**src/rtl/celu_pkg.sv**
```systemverilog
// Shared constants and elaboration-time table helpers for the CELU activation unit.
package celu_pkg;

  localparam int DataWidthDef       = 16;
  localparam int FracBitsDef        = 12;
  localparam int ExpTableEntriesDef = 64;

  localparam int CfgWidth      = 16;
  localparam int CfgIndexWidth = 2;
  localparam int TableFrac     = 30;
  localparam int DomainLog2    = 4;
  localparam int NodeWidth     = TableFrac + 1;

  localparam logic [CfgWidth-1:0] AlphaReset = 16'd4096;

  localparam logic [CfgIndexWidth-1:0] RegAlphaScale      = 2'd0;
  localparam logic [CfgIndexWidth-1:0] RegAlphaReciprocal = 2'd1;

  // exp(-h) in Q30 from a truncated Taylor series, h given in Q30.
  function automatic longint unsigned exp_step(input longint unsigned h);
    longint unsigned one;
    longint unsigned term;
    longint sum;
    one  = 64'd1 << TableFrac;
    term = one;
    sum  = longint'(one);
    term = ((term * h) >> TableFrac) / 64'd1;  sum = sum - longint'(term);
    term = ((term * h) >> TableFrac) / 64'd2;  sum = sum + longint'(term);
    term = ((term * h) >> TableFrac) / 64'd3;  sum = sum - longint'(term);
    term = ((term * h) >> TableFrac) / 64'd4;  sum = sum + longint'(term);
    term = ((term * h) >> TableFrac) / 64'd5;  sum = sum - longint'(term);
    term = ((term * h) >> TableFrac) / 64'd6;  sum = sum + longint'(term);
    term = ((term * h) >> TableFrac) / 64'd7;  sum = sum - longint'(term);
    term = ((term * h) >> TableFrac) / 64'd8;  sum = sum + longint'(term);
    term = ((term * h) >> TableFrac) / 64'd9;  sum = sum - longint'(term);
    term = ((term * h) >> TableFrac) / 64'd10; sum = sum + longint'(term);
    term = ((term * h) >> TableFrac) / 64'd11; sum = sum - longint'(term);
    term = ((term * h) >> TableFrac) / 64'd12; sum = sum + longint'(term);
    term = ((term * h) >> TableFrac) / 64'd13; sum = sum - longint'(term);
    term = ((term * h) >> TableFrac) / 64'd14; sum = sum + longint'(term);
    term = ((term * h) >> TableFrac) / 64'd15; sum = sum - longint'(term);
    term = ((term * h) >> TableFrac) / 64'd16; sum = sum + longint'(term);
    term = ((term * h) >> TableFrac) / 64'd17; sum = sum - longint'(term);
    term = ((term * h) >> TableFrac) / 64'd18; sum = sum + longint'(term);
    term = ((term * h) >> TableFrac) / 64'd19; sum = sum - longint'(term);
    term = ((term * h) >> TableFrac) / 64'd20; sum = sum + longint'(term);
    term = ((term * h) >> TableFrac) / 64'd21; sum = sum - longint'(term);
    term = ((term * h) >> TableFrac) / 64'd22; sum = sum + longint'(term);
    term = ((term * h) >> TableFrac) / 64'd23; sum = sum - longint'(term);
    term = ((term * h) >> TableFrac) / 64'd24; sum = sum + longint'(term);
    term = ((term * h) >> TableFrac) / 64'd25; sum = sum - longint'(term);
    return (sum < 0) ? 64'd0 : longint'(sum);
  endfunction

  // Node k of the table: 1 - exp(-h)^k in Q30, built by repeated truncated multiplies.
  function automatic logic [NodeWidth-1:0] exp_node(input int k, input longint unsigned step);
    longint unsigned one;
    longint unsigned e;
    one = 64'd1 << TableFrac;
    e   = one;
    for (int j = 0; j < k; j++) begin
      e = (e * step) >> TableFrac;
    end
    return NodeWidth'(one - ((e > one) ? one : e));
  endfunction

endpackage

```
**src/rtl/celu_expm1_interp.sv**
```systemverilog
// Two-stage piecewise-linear lookup of 1 - exp(-u) over the table domain.
module celu_expm1_interp #(
  parameter int FRAC_BITS         = celu_pkg::FracBitsDef,
  parameter int EXP_TABLE_ENTRIES = celu_pkg::ExpTableEntriesDef
) (
  input  logic                             clk_i,
  input  logic                             rst_ni,
  input  logic                             valid_i,
  input  logic [FRAC_BITS+celu_pkg::DomainLog2:0] u_i,
  output logic                             valid_o,
  output logic [celu_pkg::NodeWidth-1:0]   m_o
);

  localparam int NW     = celu_pkg::NodeWidth;
  localparam int RemW   = FRAC_BITS + celu_pkg::DomainLog2;
  localparam int UW     = RemW + 1;
  localparam int IdxW   = $clog2(EXP_TABLE_ENTRIES + 1);
  localparam int PW     = UW + IdxW;
  localparam longint unsigned StepH =
    (64'd1 << (celu_pkg::TableFrac + celu_pkg::DomainLog2)) / EXP_TABLE_ENTRIES;
  localparam longint unsigned ExpStep = celu_pkg::exp_step(StepH);

  logic [NW-1:0] node_tab [EXP_TABLE_ENTRIES+1];

  for (genvar k = 0; k <= EXP_TABLE_ENTRIES; k++) begin : g_node
    assign node_tab[k] = celu_pkg::exp_node(k, ExpStep);
  end

  logic [PW-1:0]     pos;
  logic [PW-RemW-1:0] idx_full;
  logic              at_end;
  logic [IdxW-1:0]   idx_sel;
  logic [NW-1:0]     lo, hi;

  logic            a_valid_q;
  logic [NW-1:0]   a_lo_q, a_lo_d;
  logic [NW-1:0]   a_d_q, a_d_d;
  logic [RemW-1:0] a_rem_q;

  logic [NW+RemW-1:0] interp_prod;
  logic [NW:0]        m_sum;

  logic          b_valid_q;
  logic [NW-1:0] b_m_q;

  always_comb begin
    pos      = PW'(u_i) * PW'(EXP_TABLE_ENTRIES);
    idx_full = pos[PW-1:RemW];
    at_end   = (idx_full >= (PW-RemW)'(EXP_TABLE_ENTRIES));
    idx_sel  = at_end ? IdxW'(EXP_TABLE_ENTRIES - 1) : idx_full[IdxW-1:0];
    lo       = node_tab[idx_sel];
    hi       = node_tab[idx_sel + IdxW'(1)];
    // Past the last segment the last node is used as is.
    if (at_end) begin
      a_lo_d = hi;
      a_d_d  = '0;
    end else begin
      a_lo_d = lo;
      a_d_d  = (hi > lo) ? (hi - lo) : '0;
    end
  end

  always_ff @(posedge clk_i or negedge rst_ni) begin
    if (!rst_ni) begin
      a_valid_q <= 1'b0;
      b_valid_q <= 1'b0;
    end else begin
      a_valid_q <= valid_i;
      b_valid_q <= a_valid_q;
    end
  end

  always_ff @(posedge clk_i) begin
    a_lo_q  <= a_lo_d;
    a_d_q   <= a_d_d;
    a_rem_q <= pos[RemW-1:0];
    b_m_q   <= m_sum[NW-1:0];
  end

  always_comb begin
    interp_prod = (NW+RemW)'(a_d_q) * (NW+RemW)'(a_rem_q);
    m_sum       = (NW+1)'(a_lo_q) + (NW+1)'(interp_prod >> RemW);
  end

  assign valid_o = b_valid_q;
  assign m_o     = b_m_q;

endmodule

```
**src/rtl/celu_activation_unit.sv**
```systemverilog
// Top level of the CELU activation unit: sign split, scaling, lookup and output saturation.
//
// The unit takes one sample in every clock cycle and never reports busy. Each request's result
// appears on activated_o after the register stages listed below, in order, with valid_o high
// for one cycle. The six register stages are the input capture, the reciprocal multiply,
// the table lookup, the interpolation multiply, the alpha multiply and the saturating
// output register. The result receiver has no way to hold results off, so it must take
// a result in every cycle that valid_o is high. Configuration writes are always ready
// and take effect on the next cycle; write them only while no request is in flight.
module celu_activation_unit #(
  parameter int DATA_WIDTH        = celu_pkg::DataWidthDef,
  parameter int FRAC_BITS         = celu_pkg::FracBitsDef,
  parameter int EXP_TABLE_ENTRIES = celu_pkg::ExpTableEntriesDef
) (
  input  logic                                clk_i,
  input  logic                                rst_ni,
  input  logic                                start_i,
  output logic                                busy_o,
  input  logic signed [DATA_WIDTH-1:0]        sample_i,
  output logic                                valid_o,
  output logic signed [DATA_WIDTH-1:0]        activated_o,
  input  logic                                cfg_valid_i,
  output logic                                cfg_ready_o,
  input  logic [celu_pkg::CfgIndexWidth-1:0]  cfg_index_i,
  input  logic [celu_pkg::CfgWidth-1:0]       cfg_data_i
);

  localparam int W     = DATA_WIDTH;
  localparam int CW    = celu_pkg::CfgWidth;
  localparam int NW    = celu_pkg::NodeWidth;
  localparam int TQ    = celu_pkg::TableFrac;
  localparam int UW    = FRAC_BITS + celu_pkg::DomainLog2 + 1;
  localparam int ProdW = W + CW;
  localparam int SumW  = (ProdW + 1 > UW) ? ProdW + 1 : UW;
  localparam int MagW  = CW + NW + 1 - TQ;
  localparam int CmpW  = (MagW > W) ? MagW : W;

  // Configuration registers.
  logic [CW-1:0] alpha_scale_q, alpha_recip_q;

  always_ff @(posedge clk_i or negedge rst_ni) begin
    if (!rst_ni) begin
      alpha_scale_q <= celu_pkg::AlphaReset;
      alpha_recip_q <= celu_pkg::AlphaReset;
    end else if (cfg_valid_i) begin
      unique case (cfg_index_i)
        celu_pkg::RegAlphaScale:      alpha_scale_q <= cfg_data_i;
        celu_pkg::RegAlphaReciprocal: alpha_recip_q <= cfg_data_i;
        default: ;
      endcase
    end
  end

  assign cfg_ready_o = 1'b1;
  assign busy_o      = 1'b0;

  // Stage 1: capture and magnitude. Zero goes down the negative path and yields zero.
  logic         s1_valid_q;
  logic         s1_pos_q;
  logic [W-1:0] s1_x_q, s1_ax_q;

  // Stage 2: u = round(|x| / alpha), clamped to the end of the table domain.
  logic [ProdW-1:0] recip_prod;
  logic [SumW-1:0]  u_round, u_clamp;
  logic             s2_valid_q;
  logic             s2_pos_q;
  logic [W-1:0]     s2_x_q;
  logic [UW-1:0]    s2_u_q;

  // Sideband that rides alongside the two lookup stages.
  logic         s3_pos_q, s4_pos_q;
  logic [W-1:0] s3_x_q, s4_x_q;
  logic         lut_valid;
  logic [NW-1:0] lut_m;

  // Stage 5: magnitude = round(alpha * m).
  logic [CW+NW:0] alpha_prod;
  logic           s5_valid_q;
  logic           s5_pos_q;
  logic [W-1:0]   s5_x_q;
  logic [MagW-1:0] s5_mag_q;

  // Stage 6: saturation and output.
  logic [CmpW-1:0] mag_ext, mag_sat;
  logic [W-1:0]    neg_res;
  logic            out_valid_q;
  logic [W-1:0]    out_data_q, out_data_d;

  always_comb begin
    recip_prod = ProdW'(s1_ax_q) * ProdW'(alpha_recip_q);
    u_round    = (SumW'(recip_prod) + (SumW'(1) << (FRAC_BITS - 1))) >> FRAC_BITS;
    u_clamp    = (u_round > (SumW'(1) << (UW - 1))) ? (SumW'(1) << (UW - 1)) : u_round;
  end

  always_comb begin
    alpha_prod = (CW+NW+1)'(alpha_scale_q) * (CW+NW+1)'(lut_m)
               + ((CW+NW+1)'(1) << (TQ - 1));
  end

  always_comb begin
    mag_ext    = CmpW'(s5_mag_q);
    mag_sat    = (mag_ext > (CmpW'(1) << (W - 1))) ? (CmpW'(1) << (W - 1)) : mag_ext;
    neg_res    = ~mag_sat[W-1:0] + W'(1);
    out_data_d = s5_pos_q ? s5_x_q : neg_res;
  end

  always_ff @(posedge clk_i or negedge rst_ni) begin
    if (!rst_ni) begin
      s1_valid_q  <= 1'b0;
      s2_valid_q  <= 1'b0;
      s5_valid_q  <= 1'b0;
      out_valid_q <= 1'b0;
    end else begin
      s1_valid_q  <= start_i;
      s2_valid_q  <= s1_valid_q;
      s5_valid_q  <= lut_valid;
      out_valid_q <= s5_valid_q;
    end
  end

  always_ff @(posedge clk_i) begin
    s1_x_q     <= sample_i;
    s1_pos_q   <= (sample_i != '0) && !sample_i[W-1];
    s1_ax_q    <= ~sample_i + W'(1);
    s2_x_q     <= s1_x_q;
    s2_pos_q   <= s1_pos_q;
    s2_u_q     <= u_clamp[UW-1:0];
    s3_x_q     <= s2_x_q;
    s3_pos_q   <= s2_pos_q;
    s4_x_q     <= s3_x_q;
    s4_pos_q   <= s3_pos_q;
    s5_x_q     <= s4_x_q;
    s5_pos_q   <= s4_pos_q;
    s5_mag_q   <= alpha_prod[CW+NW:TQ];
    out_data_q <= out_data_d;
  end

  celu_expm1_interp #(
    .FRAC_BITS         (FRAC_BITS),
    .EXP_TABLE_ENTRIES (EXP_TABLE_ENTRIES)
  ) u_expm1 (
    .clk_i   (clk_i),
    .rst_ni  (rst_ni),
    .valid_i (s2_valid_q),
    .u_i     (s2_u_q),
    .valid_o (lut_valid),
    .m_o     (lut_m)
  );

  assign valid_o     = out_valid_q;
  assign activated_o = out_data_q;

endmodule
```
**config.mk**
```make
export PLATFORM = sky130hd
export DESIGN_NAME = celu_activation_unit
export DESIGN_NICKNAME = d
export VERILOG_FILES = /design/src/rtl/celu_pkg.sv /design/src/rtl/celu_expm1_interp.sv /design/src/rtl/celu_activation_unit.sv
export SDC_FILE = /design/constraint.sdc
export NUM_CORES = 2
export LEC_CHECK = 0
export BUFFER_PORTS_ARGS = -buffer_cell sky130_fd_sc_hd__buf_4
export CELL_PAD_IN_SITES_DETAIL_PLACEMENT = 2
export CELL_PAD_IN_SITES_GLOBAL_PLACEMENT = 2
export CORE_ASPECT_RATIO = 0.5
export CORE_MARGIN = 3
export CORE_UTILIZATION = 42
export DETAILED_ROUTE_END_ITERATION = 16
export PLACE_DENSITY = 0.89
export SETUP_SLACK_MARGIN = 0.1
export SYNTH_ARGS = -nofsm -noshare
export SYNTH_HDL_FRONTEND = slang
export SYNTH_SLANG_ARGS = --single-unit
```
**constraint.sdc**
```tcl
create_clock -name clk_i -period 9 [get_ports clk_i]
set_input_delay 1.35 -clock clk_i [delete_from_list [all_inputs] [get_ports clk_i]]
set_output_delay 1.35 -clock clk_i [all_outputs]
set_load 0.1 [all_outputs]
```
==> key figures, run 1 <==
Run status
  – Status: did not finish
  – Fail Step: clock tree synthesis
  – First error: [ERROR DPL-0033] detailed placement checks failed during check placement.

Placed design
  – Detailed Place HPWL: around 160 mm
  – GPL Wtd Cong: between 0.9 and 1
  – Port Buffers: 54

Logic synthesis
  – Seq/Total Area, Yosys: 0.127
  – Synth unique cells: between 90 and 100
  – Largest cells by area after synthesis: fa_1, ha_1, dfxtp_1
  – Post-synth top area share: 0.353
  – Post-Synthesis Cells: around 5,400
  – Synth Area per Inst: about 8.7 um2
  – Syn Nets: roughly 6,700
  – Main synth FF type: dfxtp_1
  – Area leader, netlist: fa_1
  – Yosys warns: 0
  – Async set-or-reset flop fraction in the synthesized netlist: 0.131
  – EDFF count, synth: 0
  – Post-synthesis register bit count: approximately 290
  – Post-synth design cell area: approximately 0.047 mm2

Floorplan
  – Initial Util: 0.426
  – Number of top-level pins: 57
  – Die Height: roughly 240 um
  – Die Wd: 480 um
  – Rows: 86

Clocking
  – CTS buffer count: 34
  – Root buffer cell: clkbuf_16
  – Clk buf depth: 3
  – Post-CTS Setup Bufs: 2
  – H-tree levels: 2
  – Hold buffers post-CTS: 0
  – # clock sinks: slightly below 300
  – Post_cts resized: 30
==> logic make-up after synthesis <==
kind of cell    Yosys count  share of synthesized area
compound gates          678                     0.0933
xor+xnor                143                     0.0265
fa+ha+maj              1266                      0.468
buf+inv                1214                     0.0971
flops                   291                      0.127
mux                      49                     0.0121
other cells               2                   0.000159
simple gates           1762                      0.176
==> per-stage QoR <==
step	area [um2]	TNS, ps	utilization	setup WS [ps]	instances
after floorplan	47200	0	-	1450	5405
after global placement	49100	0	0.443	644	6752
after detailed placement	49100	-292	0.443	-124	6752
==> cell usage after synthesis, drive strengths merged (52+ instances only) <==
cell    count
clkbuf    257
o21ai     173
nor2      208
nor3       72
a21oi     181
dfxtp     253
and2      423
nand2     850
xor2       52
nand3      62
ha        434
xnor2      91
fa        832
inv       923
==> run 2, diff against run 1 <==
- CELL_PAD_IN_SITES_DETAIL_PLACEMENT: 2 -> unset
- CELL_PAD_IN_SITES_GLOBAL_PLACEMENT: 2 -> unset
- CORE_ASPECT_RATIO: 0.5 -> unset
- CORE_UTILIZATION: 42 -> 40
- PLACE_DENSITY: 0.89 -> unset
- PLACE_DENSITY_LB_ADDON: unset -> 0.15
- SETUP_SLACK_MARGIN: 0.1 -> unset
==> key figures, run 2 <==
Timing
  – Worst Max-Slew Pin Slew: roughly 1000 ps
  – Minimum clock period: approximately 8500 ps
  – Period utilisation layout: 0.939
  – Post-Route Skew: between 20 and 25 ps
  – Max-slew violations: 0
  – Setup tns final: 0 ps
  – F_max: approximately 120 MHz
  – Relative slew margins: 0.286
  – Setup-failing EPs final: 0
  – Final WS setup: 546 ps
  – Final hold violations: 0
  – Unrepaired setup endpoints after global routing: no

Clocking
  – Clk buf depth: 3
  – # clock sinks: about 290
  – Root buffer cell: clkbuf_16
  – CTS buffer count: 34
  – Skew-Pair Late Insertion Delay: 560 ps
  – Post-CTS Setup Bufs: 0
  – CTS tree: yes
  – Hold buffers post-CTS: 0
  – Post_cts resized: 0
  – Worst-path clk slew: 60 ps
  – H-tree levels: 2

Setup path
  – Crit path required time: ~9500 ps
  – CP Capture Type: flop
  – Reg-to-reg slack, setup: roughly 550 ps
  – CP Launch Type: flop
  – Setup Crit Path Kind: flop to flop
  – Crit-path slowest cell: dfxtp_1
  – Critical-path maximum fanout: 16
  – CP peak stage delay: approximately 890 ps
  – Critical path arrival: 8930 ps
  – Crit path top cell by count: fa_1

Placed design
  – DP Area: between 0.04 and 0.05 mm2
  – GPL Wtd Cong: 0.948
  – Detailed Place HPWL: approximately 110 mm
  – Place WS: 258 ps
  – Port Buffers: between 50 and 60

Logic synthesis
  – Area leader, netlist: fa_1
  – Post-synth design cell area: roughly 0.047 mm2
  – Synth unique cells: 94
  – Most common library cells after synthesis: inv_1, nand2_1, fa_1
  – Most common cell in the netlist: inv_1
  – Post-Synthesis Cells: about 5,400
  – Largest cells by area after synthesis: fa_1, ha_1, dfxtp_1
  – Syn Nets: 6,709
  – Synth Area per Inst: 8.74 um2
  – Post-synthesis register bit count: approximately 290
  – EDFF count, synth: 0
  – Main synth FF type: dfxtp_1
  – Post-synth top area share: 0.353
  – Seq/Total Area, Yosys: 0.127
  – Yosys warns: 0
  – Async set-or-reset flop fraction in the synthesized netlist: 0.131

Detailed routing
  – Initial detailed-routing violation count: a little over 3,000
  – Vias per cell: about 5.3
  – Post-route ant nets: 0
  – Routed len/inst: between 20 and 25 um
  – Vias: ~37,000
  – DR DRC count: 0
  – DR pass1 iterations: 8
  – Final wirelength: roughly 140 mm

Floorplan
  – Die Height: roughly 350 um
  – Core area: 0.117 mm2
  – Rows: between 100 and 150
  – Number of top-level pins: 57
  – Die Wd: around 350 um
  – Die ar.: around 0.12 mm2
  – Initial Util: 0.405

Cells and area
  – Synth-to-layout area growth: 7.10%
  – Register area: 0.00603 mm2
  – # fillers: between 10,000 and 15,000
  – Multi-input logic area: 0.0367 mm2
  – Commonest non-fill, non-tap cells in the layout: inv_1, nand2_1, fa_1, ha_1, and2_1
  – Fraction of layout cells with a size suffix above 1: 0.0630
  – Most common cell after layout, fill and taps aside: inv_1
  – Fin area: 0.0506 mm2
  – Nets@finish: ~6,600

GRT
  – Total gr overflow: 0
  – Largest net degree at the start of global routing: 54
  – Total track usage: 0.241
  – Initial antenna violation count: 4
  – Vias in the first global route: ~38,000
  – First-pass GRT wire length: around 230 mm

Run status
  – Status: complete, no violations

Min path
  – Hold Crit Class: flop to flop

Run
  – Max-capacitance violation count: 0
## run 2: cell counts after synthesis
Identical to the previous run, type by type.
## run 2: final cells by class
type / instances / share of cell area
clock buffers: 45 / 0.0190
clock inverters: 17 / 0.00423
diodes: 1 / 0.0000495
multi-input cells: 3900 / 0.725
well taps: 1524 / 0.0377
repair buffers: 175 / 0.0260
flip-flops and latches: 291 / 0.119
inverters: 924 / 0.0686
## run 2: path summary, 6_finish.rpt
check                                    start                to  depth (start not counted)
max in group asynchronous               rst_ni  alpha_scale_q[7]                          1
min                                  s2_x_q[9]         s3_x_q[9]                          0
min reg2reg                          s2_x_q[9]         s3_x_q[9]                          0
min in group asynchronous               rst_ni   u_expm1.valid_o                          1
max reg2reg                u_expm1.a_rem_q[13]   u_expm1.m_o[28]                         31
max                        u_expm1.a_rem_q[13]   u_expm1.m_o[28]                         31
## run 2: kinds of logic (layout without fill, tap and decap cells)
family / after synthesis / count (layout) / share of synthesized area
mux: 49 / 49 / 0.0121
other cells: 2 / 3 / 0.000159
simple gates: 1762 / 1762 / 0.176
xor+xnor: 143 / 143 / 0.0265
fa+ha+maj: 1266 / 1266 / 0.468
compound gates: 678 / 678 / 0.0933
flops: 291 / 291 / 0.127
buf+inv: 1214 / 1161 / 0.0971
## run 2: layer usage
metal,GRT usage,up-vias,share of wire
met3,0.0256,261,0.057
met1,0.325,18400,0.43
li1,-,16700,-
met2,0.410,1256,0.48
met4,0.0691,0,0.031
met5,0,-,0
## run 2: critical path, delay by kind of cell (launching register included)
family                     cells  cell delay (ps)
buffers and inverters          1               40
xor gates and xnor gates       2              330
DFF                            1              890
and+or+nand+nor                8             1220
AOI/OAI and AO/OA             13             2950
adders and majority gates      7             2970
## run 2: metrics by stage
step / cells / hold WS [ps] / utilization
after floorplan: 5405 / 310 / -
after global routing: 6877 / 299 / 0.433
final: 6877 / 308 / 0.433
after detailed placement: 6814 / 312 / 0.423
after global placement: 6814 / 310 / 0.423
after CTS: 6876 / 304 / 0.433
Power of run 2 is not shown: default switching activity piles up to over one toggle a cycle in this logic, so the estimate is an artifact.
